### config.mk
export PLATFORM = sky130hd
export DESIGN_NAME = cabn_ram
export DESIGN_NICKNAME = d
export VERILOG_FILES = /design/src/rtl/cabn_ram.sv
export SDC_FILE = /design/constraint.sdc
export NUM_CORES = 2
export LEC_CHECK = 0
export BUFFER_PORTS_ARGS = -buffer_cell sky130_fd_sc_hd__buf_2
export CAP_MARGIN = 20
export CORE_MARGIN = 2
export CORE_UTILIZATION = 40
export CTS_CLUSTER_SIZE = 30
export DETAILED_ROUTE_END_ITERATION = 16
export PLACE_DENSITY_LB_ADDON = 0.2
export SYNTH_ARGS = -nofsm -noshare
export SYNTH_HDL_FRONTEND = slang
export SYNTH_SLANG_ARGS = --single-unit
### constraint.sdc
create_clock -name clk -period 14.4 [get_ports clk]
set_clock_uncertainty 0.05 [all_clocks]
set_input_delay 2.88 -clock clk [delete_from_list [all_inputs] [get_ports clk]]
set_output_delay 2.88 -clock clk [all_outputs]
set_load 0.01 [all_outputs]
### src/rtl/cabn_ram.sv
// Generic simple dual-port RAM with registered read.
module cabn_ram #(
    parameter int WIDTH = 64,
    parameter int DEPTH = 64
) (
    input  logic                     clk,
    input  logic                     wr_en,
    input  logic [$clog2(DEPTH)-1:0] wr_addr,
    input  logic [WIDTH-1:0]         wr_data,
    input  logic                     rd_en,
    input  logic [$clog2(DEPTH)-1:0] rd_addr,
    output logic [WIDTH-1:0]         rd_data
);
    logic [WIDTH-1:0] mem [DEPTH];

    always_ff @(posedge clk)
    begin
        if (wr_en)
        begin
            mem[wr_addr] <= wr_data;
        end
        if (rd_en)
        begin
            rd_data <= mem[rd_addr];
        end
    end
endmodule

==> run metrics <==
post-synthesis simple-gate area fraction 0.0123; Sw Ratio 0.213; XOR/XNOR Fraction of Synth Area 0; Final Worst Setup Slack 7.90 ns; worst-path maximum fanout 61; RePlAce Congestion 0.745; setup TNS 0 ns; DP Worst Slack 6.98 ns; Core Region 392000 um^2; GR Overflow Total 0; sequential fraction of the synthesis area 0.796; Crit path required time 15.13 ns; worst skew pair latency 0.99 ns; largest net degree at the start of global routing 109; RSZ-0062 raised after global routing no; H-tree level count 5; Worst R2R Setup Slack 12.03 ns; syn_nets 6677; crit share post-route 0.451; Comb pwr share 0.045; initial antenna violation count 48; RR Startpoint mem[11][28]$_DFFE_PP_; vias in the first global route 76700; DRT Pass-1 Iters 5; internal power 20.1 mW; Max Fclk 0.154 GHz; Max IR drop VDD 0.101 mV; Total GRT Usage 0.233; Seq pwr share 0.528; area grow syn2layout 14.1%; path depth of the worst reg2reg path 5; multiplexer share of the synthesized area 0.156; first-pass GRT wire length 640000 um; Crit. End Element flop; worst slew pin tran 1.22 ns; Final setup viols 0; Mean Syn Cell Area 23.8 um^2; Top FF cell, synth edfxtp_1; status finished, final reports clean; Worst Min Path Start mem[45][28]$_DFFE_PP_; number of flops mapped to enable cells by yosys 4160; leakage power 55.3 nW; post-route ant nets 0; minimum clock period 6.50 ns; Ports 143; FF+latch count, synth 4160; adder-cell share of the synthesized area 0; clock share of power 0.427; HP Class flop to flop; number of DRC markers in iteration 0 10100; clk sink count 4160; WHS Endpoint rd_data[28]$_DFFE_PP_; hold path cells 4; clk root buf clkbuf_16; Inst Count DP 11800; Rel. slew slack 0.187; die width 630 um; Port Buffers 142; Cell Count, Final, Fillers Out 12600; Synth cell types 32; CTS Buf Count 435; # rows 230; r2r endpoint rd_data[28]$_DFFE_PP_; Hold Buf Count CTS 0; max_cap viols 0; Detailed Place HPWL 240000 um; remaining routing DRC violations 0; hold slack 0.873 ns; commonest non-fill, non-tap cell in the layout edfxtp_1; Post-Syn Area 157000 um^2; most frequent cells in the layout edfxtp_1, mux4_2, clkbuf_16; via count 76300; post-synthesis compound-gate area fraction 0.0247; power per cell area 143 nW/um^2; Slew Limit Fails 0; clock input transition at the sequential cells of the worst setup and hold paths 0.06 ns; Cells after Synth 6598; Initial Utilization 0.401; Async S/R FF share, synth 0; Final Hold Fails 0; Crit path arrival time 7.23 ns; Crit Path Class input port to flop; DRT Wirelength 470000 um; routed wire length per instance 37.2 um; main combinational cell family by area after synthesis multiplexers; post-CTS sizing 0; Switch Pwr 5.44 mW; # nets final 7111; Via density 6.04; Die Area 397000 um^2; # Post-CTS Setup Buffers 0; crit start category input port; share of layout cells above drive strength 1 0.283; Yosys warnings 0; clock tree buffer depth 4; height of the die 630 um; CTS tree built
worst max-delay path: stages:
cell and delay, ns:
buf_8 0.43, nor2b_4 0.97, buf_4 0.58, buf_4 0.61, buf_4 0.84, a22oi_1 0.15
and3_1 0.24, a211oi_1 0.24
metal layers:
| layer | vias to the layer above | share of wire | track usage |
|---|---|---|---|
| met5 | - | 0.00019 | 0 |
| met4 | 14 | 0.029 | 0.0646 |
| met3 | 662 | 0.074 | 0.0320 |
| met2 | 3482 | 0.49 | 0.381 |
| met1 | 42600 | 0.41 | 0.330 |
| li1 | 29500 | - | - |
power by group through the flow:
stage               Combinational, mW  Clock [mW]  Sequential [mW]
floorplan                       0.625           0             13.7
global placement                 1.14           0             13.7
detailed placement               1.15           0             13.7
CTS                              1.16        11.1             13.5
global route                     1.22        11.5             13.5
finish                           1.15        10.9             13.5
through the flow:
stage / area, um^2 / utilization / power, mW
6_report: 179000 / 0.457 / 25.5
3_3_place_gp: 165000 / 0.421 / 14.9
3_5_place_dp: 165000 / 0.421 / 14.9
2_1_floorplan: 157000 / - / 14.3
4_1_cts: 179000 / 0.456 / 25.7
5_1_grt: 179000 / 0.457 / 26.2
state kept, by name (all words and copies together), names as in the netlist:
register	count
mem	4096
rd_data	64
cell type report:
class	instances	area [um^2]
fillers	32300	213000
multi-input cells	2049	30800
repair buffers	367	3050
clock inverters	269	2330
well taps	5220	6530
clock buffers	525	11400
flip-flops and latches	4160	125000
diodes	9	22.5
inverters	19	71.3
worst max path at each step:
stage | cells after the start | end | startpoint | slack [ns]
after floorplan | 4 | mem[48][0]$_DFFE_PP_ | wr_addr[3] | 6.03
after global placement | 8 | rd_data[4]$_DFFE_PP_ | rd_addr[2] | 7.01
after detailed placement | 8 | rd_data[13]$_DFFE_PP_ | rd_addr[2] | 6.98
after CTS | 8 | rd_data[13]$_DFFE_PP_ | rd_addr[2] | 8.02
after global routing | 8 | rd_data[20]$_DFFE_PP_ | rd_addr[2] | 7.85
final | 8 | rd_data[17]$_DFFE_PP_ | rd_addr[2] | 7.90
synth_stat cells (19+ instances only):
master,count,area (um^2)
buf_2,170,851
o221ai_1,38,333
clkbuf_1,140,526
or2_2,28,175
a22oi_1,168,1260
nand2_1,58,218
buf_4,34,255
a211oi_1,63,473
nand3_1,45,225
edfxtp_1,4160,125000
or3_1,29,181
o22ai_1,83,519
and3_1,64,400
a2bb2oi_1,19,166
mux2i_1,135,1350
inv_1,19,71.3
a41oi_1,26,228
nor2b_1,28,175
a22o_1,88,771
nor2_1,112,420
mux4_2,1024,23100
buf_1,20,75.1
kinds of logic (layout without fill, tap and decap cells):
kind of cell,Yosys count,in the layout
compound gates,504,504
buf+inv,389,1180
flops,4160,4160
mux,1159,1159
other cells,0,9
simple gates,386,386
No activity file was read; power rests on OpenSTA's default activity.
