$ cat src/rtl/cabn_pkg.sv
// Shared constants for the class-aware box suppression block.
package cabn_pkg;
    localparam int SCORE_W   = 8;
    localparam int CLASS_W   = 8;
    localparam int THR_W     = 9;
    localparam int IOU_SHIFT = 8;
    localparam logic [THR_W-1:0] THR_RESET = 9'd128;
endpackage

$ cat src/rtl/cabn_iou.sv
// Pipelined IoU threshold test of one candidate against the kept box.
module cabn_iou
    import cabn_pkg::*;
#(
    parameter int CB = 12,
    parameter int IW = 6
) (
    input  logic             clk,
    input  logic             rst_n,
    input  logic             in_vld,
    input  logic [IW-1:0]    in_idx,
    input  logic [CB-1:0]    c_l,
    input  logic [CB-1:0]    c_t,
    input  logic [CB-1:0]    c_r,
    input  logic [CB-1:0]    c_b,
    input  logic [CB-1:0]    k_l,
    input  logic [CB-1:0]    k_t,
    input  logic [CB-1:0]    k_r,
    input  logic [CB-1:0]    k_b,
    input  logic [THR_W-1:0] thr,
    output logic             hit_vld,
    output logic [IW-1:0]    hit_idx
);
    localparam int AW = 2 * CB;
    localparam int UW = AW + 1;
    localparam int PW = UW + THR_W;

    logic [CB-1:0] x1, y1, x2, y2;
    logic [CB-1:0] ox_reg, oy_reg, cw_reg, ch_reg, kw_reg, kh_reg;
    logic [AW-1:0] inter_reg, ca_reg, ka_reg;
    logic [AW-1:0] inter3_reg;
    logic [UW-1:0] uni_reg;
    logic [3:0]    vld_reg;
    logic [IW-1:0] idx1_reg, idx2_reg, idx3_reg, idx4_reg;
    logic          hit_reg;
    logic [PW-1:0] lhs, rhs;

    assign x1 = (c_l > k_l) ? c_l : k_l;
    assign y1 = (c_t > k_t) ? c_t : k_t;
    assign x2 = (c_r < k_r) ? c_r : k_r;
    assign y2 = (c_b < k_b) ? c_b : k_b;

    // intersection * 256 >= threshold * union
    assign lhs = PW'(inter3_reg) << IOU_SHIFT;
    assign rhs = PW'(thr) * PW'(uni_reg);

    always_ff @(posedge clk or negedge rst_n)
    begin
        if (!rst_n)
        begin
            vld_reg <= '0;
        end
        else
        begin
            vld_reg <= {vld_reg[2:0], in_vld};
        end
    end

    always_ff @(posedge clk)
    begin
        ox_reg   <= (x1 < x2) ? CB'(x2 - x1) : '0;
        oy_reg   <= (y1 < y2) ? CB'(y2 - y1) : '0;
        cw_reg   <= (c_l < c_r) ? CB'(c_r - c_l) : '0;
        ch_reg   <= (c_t < c_b) ? CB'(c_b - c_t) : '0;
        kw_reg   <= (k_l < k_r) ? CB'(k_r - k_l) : '0;
        kh_reg   <= (k_t < k_b) ? CB'(k_b - k_t) : '0;
        idx1_reg <= in_idx;

        inter_reg <= AW'(ox_reg) * AW'(oy_reg);
        ca_reg    <= AW'(cw_reg) * AW'(ch_reg);
        ka_reg    <= AW'(kw_reg) * AW'(kh_reg);
        idx2_reg  <= idx1_reg;

        uni_reg    <= UW'(ca_reg) + UW'(ka_reg) - UW'(inter_reg);
        inter3_reg <= inter_reg;
        idx3_reg   <= idx2_reg;

        hit_reg  <= (uni_reg != '0) && (lhs >= rhs);
        idx4_reg <= idx3_reg;
    end

    assign hit_vld = vld_reg[3] & hit_reg;
    assign hit_idx = idx4_reg;
endmodule

$ cat config.mk
export PLATFORM = sky130hd
export DESIGN_NAME = cabn_iou
export DESIGN_NICKNAME = d
export VERILOG_FILES = /design/src/rtl/cabn_pkg.sv /design/src/rtl/cabn_iou.sv
export SDC_FILE = /design/constraint.sdc
export NUM_CORES = 2
export LEC_CHECK = 0
export ABC_AREA = 0
export BUFFER_PORTS_ARGS = -buffer_cell sky130_fd_sc_hd__clkbuf_2
export CORE_UTILIZATION = 46
export CTS_BUF_LIST = sky130_fd_sc_hd__clkbuf_8
export DETAILED_ROUTE_END_ITERATION = 10
export PLACE_DENSITY_LB_ADDON = 0.3
export SETUP_SLACK_MARGIN = 0.3
export SLEW_MARGIN = 10
export SYNTH_ARGS = -nofsm -noshare
export SYNTH_HDL_FRONTEND = slang
export SYNTH_SLANG_ARGS = --single-unit
export TNS_END_PERCENT = 5
$ cat constraint.sdc
create_clock -name clk -period 12.2 [get_ports clk]
set_input_delay 1.22 -clock clk [delete_from_list [all_inputs] [get_ports clk]]
set_output_delay 1.22 -clock clk [all_outputs]
set_load 0.03 [all_outputs]
==> results.sh <==
export IMPL_crit_required_ns=12.66
export IMPL_place_ws_ns=4.415
export IMPL_finalSetupViolations=0
export IMPL_min_period_ns=7.226
export IMPL_reg2reg_to="hit_reg"
export IMPL_syn_area_um2=32480
export IMPL_stdcell_area_um2=34600
export IMPL_htreeDepth=2
export IMPL_start_kind="input pin"
export IMPL_cts_max_path_buffers=3
export IMPL_die_x_um=267.7
export IMPL_cts_hold_buffers_added=0
export IMPL_clk_insertion_delay_late_ns=0.56
export IMPL_grt_max_degree=26
export IMPL_hold_viol_final=0
export IMPL_tightest_slew_ns=0.8071
export IMPL_ys_seq_area_share_pct=13.74
export IMPL_globalplace_congestion=0.9039
export IMPL_r2r_slack_ns=5.51
export IMPL_fin_cells=4694
export IMPL_status="completed"
export IMPL_cpPeakStageDelay_ns=0.57
export IMPL_ant_nets=0
export IMPL_die_area_um2=71680
export IMPL_grt_pass1_vias=24520
export IMPL_grt_overflow_total=0
export IMPL_port_buffers=120
export IMPL_synthCells=3689
export IMPL_die_h_um=267.7
export IMPL_dp_cells=4627
export IMPL_hold_end="hit_idx[1]"
export IMPL_maxCapViolations=0
export IMPL_cts_tree="built"
export IMPL_initial_utilization_pct=46.46
export IMPL_relSlewSlack_pct=45.87
export IMPL_fillCellCount=6745
export IMPL_clk_pin_slew_worst_paths_ns=0.06
export IMPL_grtUsageTotal_pct=21.79
export IMPL_num_vias=23840
export IMPL_syn_avg_cell_area_um2=8.805
export IMPL_drcViolationCount=0
export IMPL_worstRegToRegCells=27
export IMPL_hold_path_class="reg2reg"
export IMPL_final_max_slew_violation_count=0
export IMPL_ctsResizeCount=0
export IMPL_setup_tns_ns=0
export IMPL_drtIter0Drc=1240
export IMPL_cp_max_fo=25
export IMPL_min_period_over_period_pct=59.23
export IMPL_antenna_found_initial=0
export IMPL_arrival_ns=7.69
export IMPL_crit_top_cell="fa_1"
export IMPL_hpwl_um=62900
export IMPL_cts_root_buf="clkbuf_8"
export IMPL_area_growth_pct=6.510
export IMPL_largest_reg_flops=25
export IMPL_core_area_um2=69910
export IMPL_routed_wl_um=75400
export IMPL_ys_warn_count=0
export IMPL_worst_path_max_delay_cell="fa_1"
export IMPL_crit_path_end_kind="flip-flop"
export IMPL_synth_cell_types=76
export IMPL_rsz0062_at_grt="no"
export IMPL_rows=97
export IMPL_drive_above_1_share_pct=6.180
export IMPL_wl_per_cell_um=16.06
export IMPL_post_cts_buffers=0
export IMPL_async_reset_ff_share_pct=1.802
export IMPL_pin_count=121
export IMPL_vias_per_cell=5.078
export IMPL_final_nets=4739
export IMPL_antenna_cells=0
export IMPL_timing_fmax_mhz=138.4
export IMPL_synth_seq_cells=222
export IMPL_hp_start="idx3_reg[1]"
export IMPL_grt_pass1_wl_um=125200
export IMPL_synth_nets=4702
export IMPL_r2r_start="uni_reg[5]"
export IMPL_setup_ws_ns=4.974
export IMPL_skew_ns=0.02440
export IMPL_clock_sinks=222
export IMPL_cts_made_buffers=37
export IMPL_critPathKind="in2reg"
export IMPL_synth_edff_count=0
export IMPL_synth_flop_cell="dfxtp_1"
export IMPL_min_path_cells=0
export IMPL_dpl_instance_area_um2=33810
export IMPL_drt_pass1_iter_count=5
-- cells by family after synthesis --
family,Yosys count,share of synthesized area (%)
AND/OR/NAND/NOR,1109,16.58
adder cells (fa/ha/maj),899,46.00
buffers and inverters,853,9.908
AO/OA/AOI/OAI,422,8.525
flip-flops,222,13.74
XOR/XNOR,133,3.586
multiplexers,51,1.656
-- how the worst max path moves through the flow --
stage,cells after the start,from,end,slack (ns)
2_1_floorplan,29,thr[2],hit_reg,5.04
3_3_place_gp,28,thr[2],hit_reg,4.58
3_5_place_dp,28,thr[2],hit_reg,4.41
4_1_cts,28,thr[2],hit_reg,5.01
5_1_grt,28,thr[2],hit_reg,4.54
6_report,28,thr[2],hit_reg,4.97
-- synth_stat cells, types with 34 or more instances --
| library cell | number | area [um2] |
|---|---|---|
| o21ai_0 | 89 | 445.4 |
| xnor2_1 | 90 | 788.3 |
| nand2_1 | 451 | 1693 |
| nor3_1 | 54 | 270.3 |
| inv_1 | 724 | 2718 |
| ha_1 | 407 | 5092 |
| a21oi_1 | 117 | 585.6 |
| a21o_1 | 62 | 465.5 |
| clkbuf_1 | 111 | 416.7 |
| nor2b_1 | 45 | 281.5 |
| nand4_1 | 34 | 212.7 |
| and2_1 | 265 | 1658 |
| fa_1 | 492 | 9849 |
| nor2_1 | 141 | 529.3 |
| dfxtp_1 | 218 | 4364 |
| xor2_1 | 43 | 376.6 |
-- layout make-up --
cell class | instances | area, um2 | share of cell area, %
Clock buffer | 47 | 646.9 | 1.870
Clock inverter | 20 | 138.9 | 0.4014
Inverter | 724 | 2718 | 7.855
Multi-Input combinational cell | 2614 | 24800 | 71.68
Sequential cell | 222 | 4464 | 12.90
Tap cell | 940 | 1176 | 3.400
Timing Repair Buffer | 127 | 653.1 | 1.888
-- cell usage in the layout (no fill, tap or decap), types with 5 or more instances in the layout --
| cell type | instances |
|---|---|
| nor2_1 | 141 |
| a31o_2 | 6 |
| a21oi_1 | 117 |
| buf_4 | 7 |
| nand2_1 | 451 |
| and2_1 | 265 |
| a21boi_0 | 13 |
| xnor2_1 | 90 |
| a22oi_1 | 5 |
| or2_2 | 5 |
| nand2b_1 | 32 |
| clkinv_2 | 6 |
| and3_1 | 19 |
| mux2i_1 | 29 |
| clkbuf_2 | 120 |
| fa_1 | 492 |
| o21bai_1 | 12 |
| o21a_1 | 22 |
| a21o_1 | 62 |
| clkbuf_8 | 47 |
| o31ai_1 | 8 |
| xor2_1 | 43 |
| nand3_1 | 29 |
| o211ai_1 | 8 |
| o21ai_1 | 5 |
| ha_1 | 407 |
| dfxtp_1 | 218 |
| nor2b_1 | 45 |
| a31oi_1 | 8 |
| and4_1 | 5 |
| nor3_1 | 54 |
| nor4_1 | 18 |
| o21ai_0 | 89 |
| a211oi_1 | 12 |
| nand4_1 | 34 |
| o32a_1 | 6 |
| mux2_2 | 22 |
| inv_1 | 731 |
-- routing by layer --
layer / global-route usage [%] / wire length (um) / up-vias
met5: 0 / 0 / -
met4: 5.776 / 1663 / 0
met3: 2.262 / 3478 / 95
met2: 36.58 / 35250 / 582
met1: 29.87 / 35010 / 11530
li1: - / - / 11630
-- worst max-delay path: cells and delay by family --
family	cells	cell delay, ns
buf+inv	4	0.62
xor+xnor	1	0.16
compound gates	9	1.35
simple gates	8	1.58
fa+ha+maj	6	2.73
-- through the flow --
step	hold slack (ns)	util [%]
5_1_grt	0.3308	49.49
6_report	0.3259	49.49
3_5_place_dp	0.3121	48.36
4_1_cts	0.3263	49.49
2_1_floorplan	0.3096	-
3_3_place_gp	0.3098	48.36
Power is not shown: default switching activity piles up to over one toggle a cycle in this logic, so the estimate is an artifact.
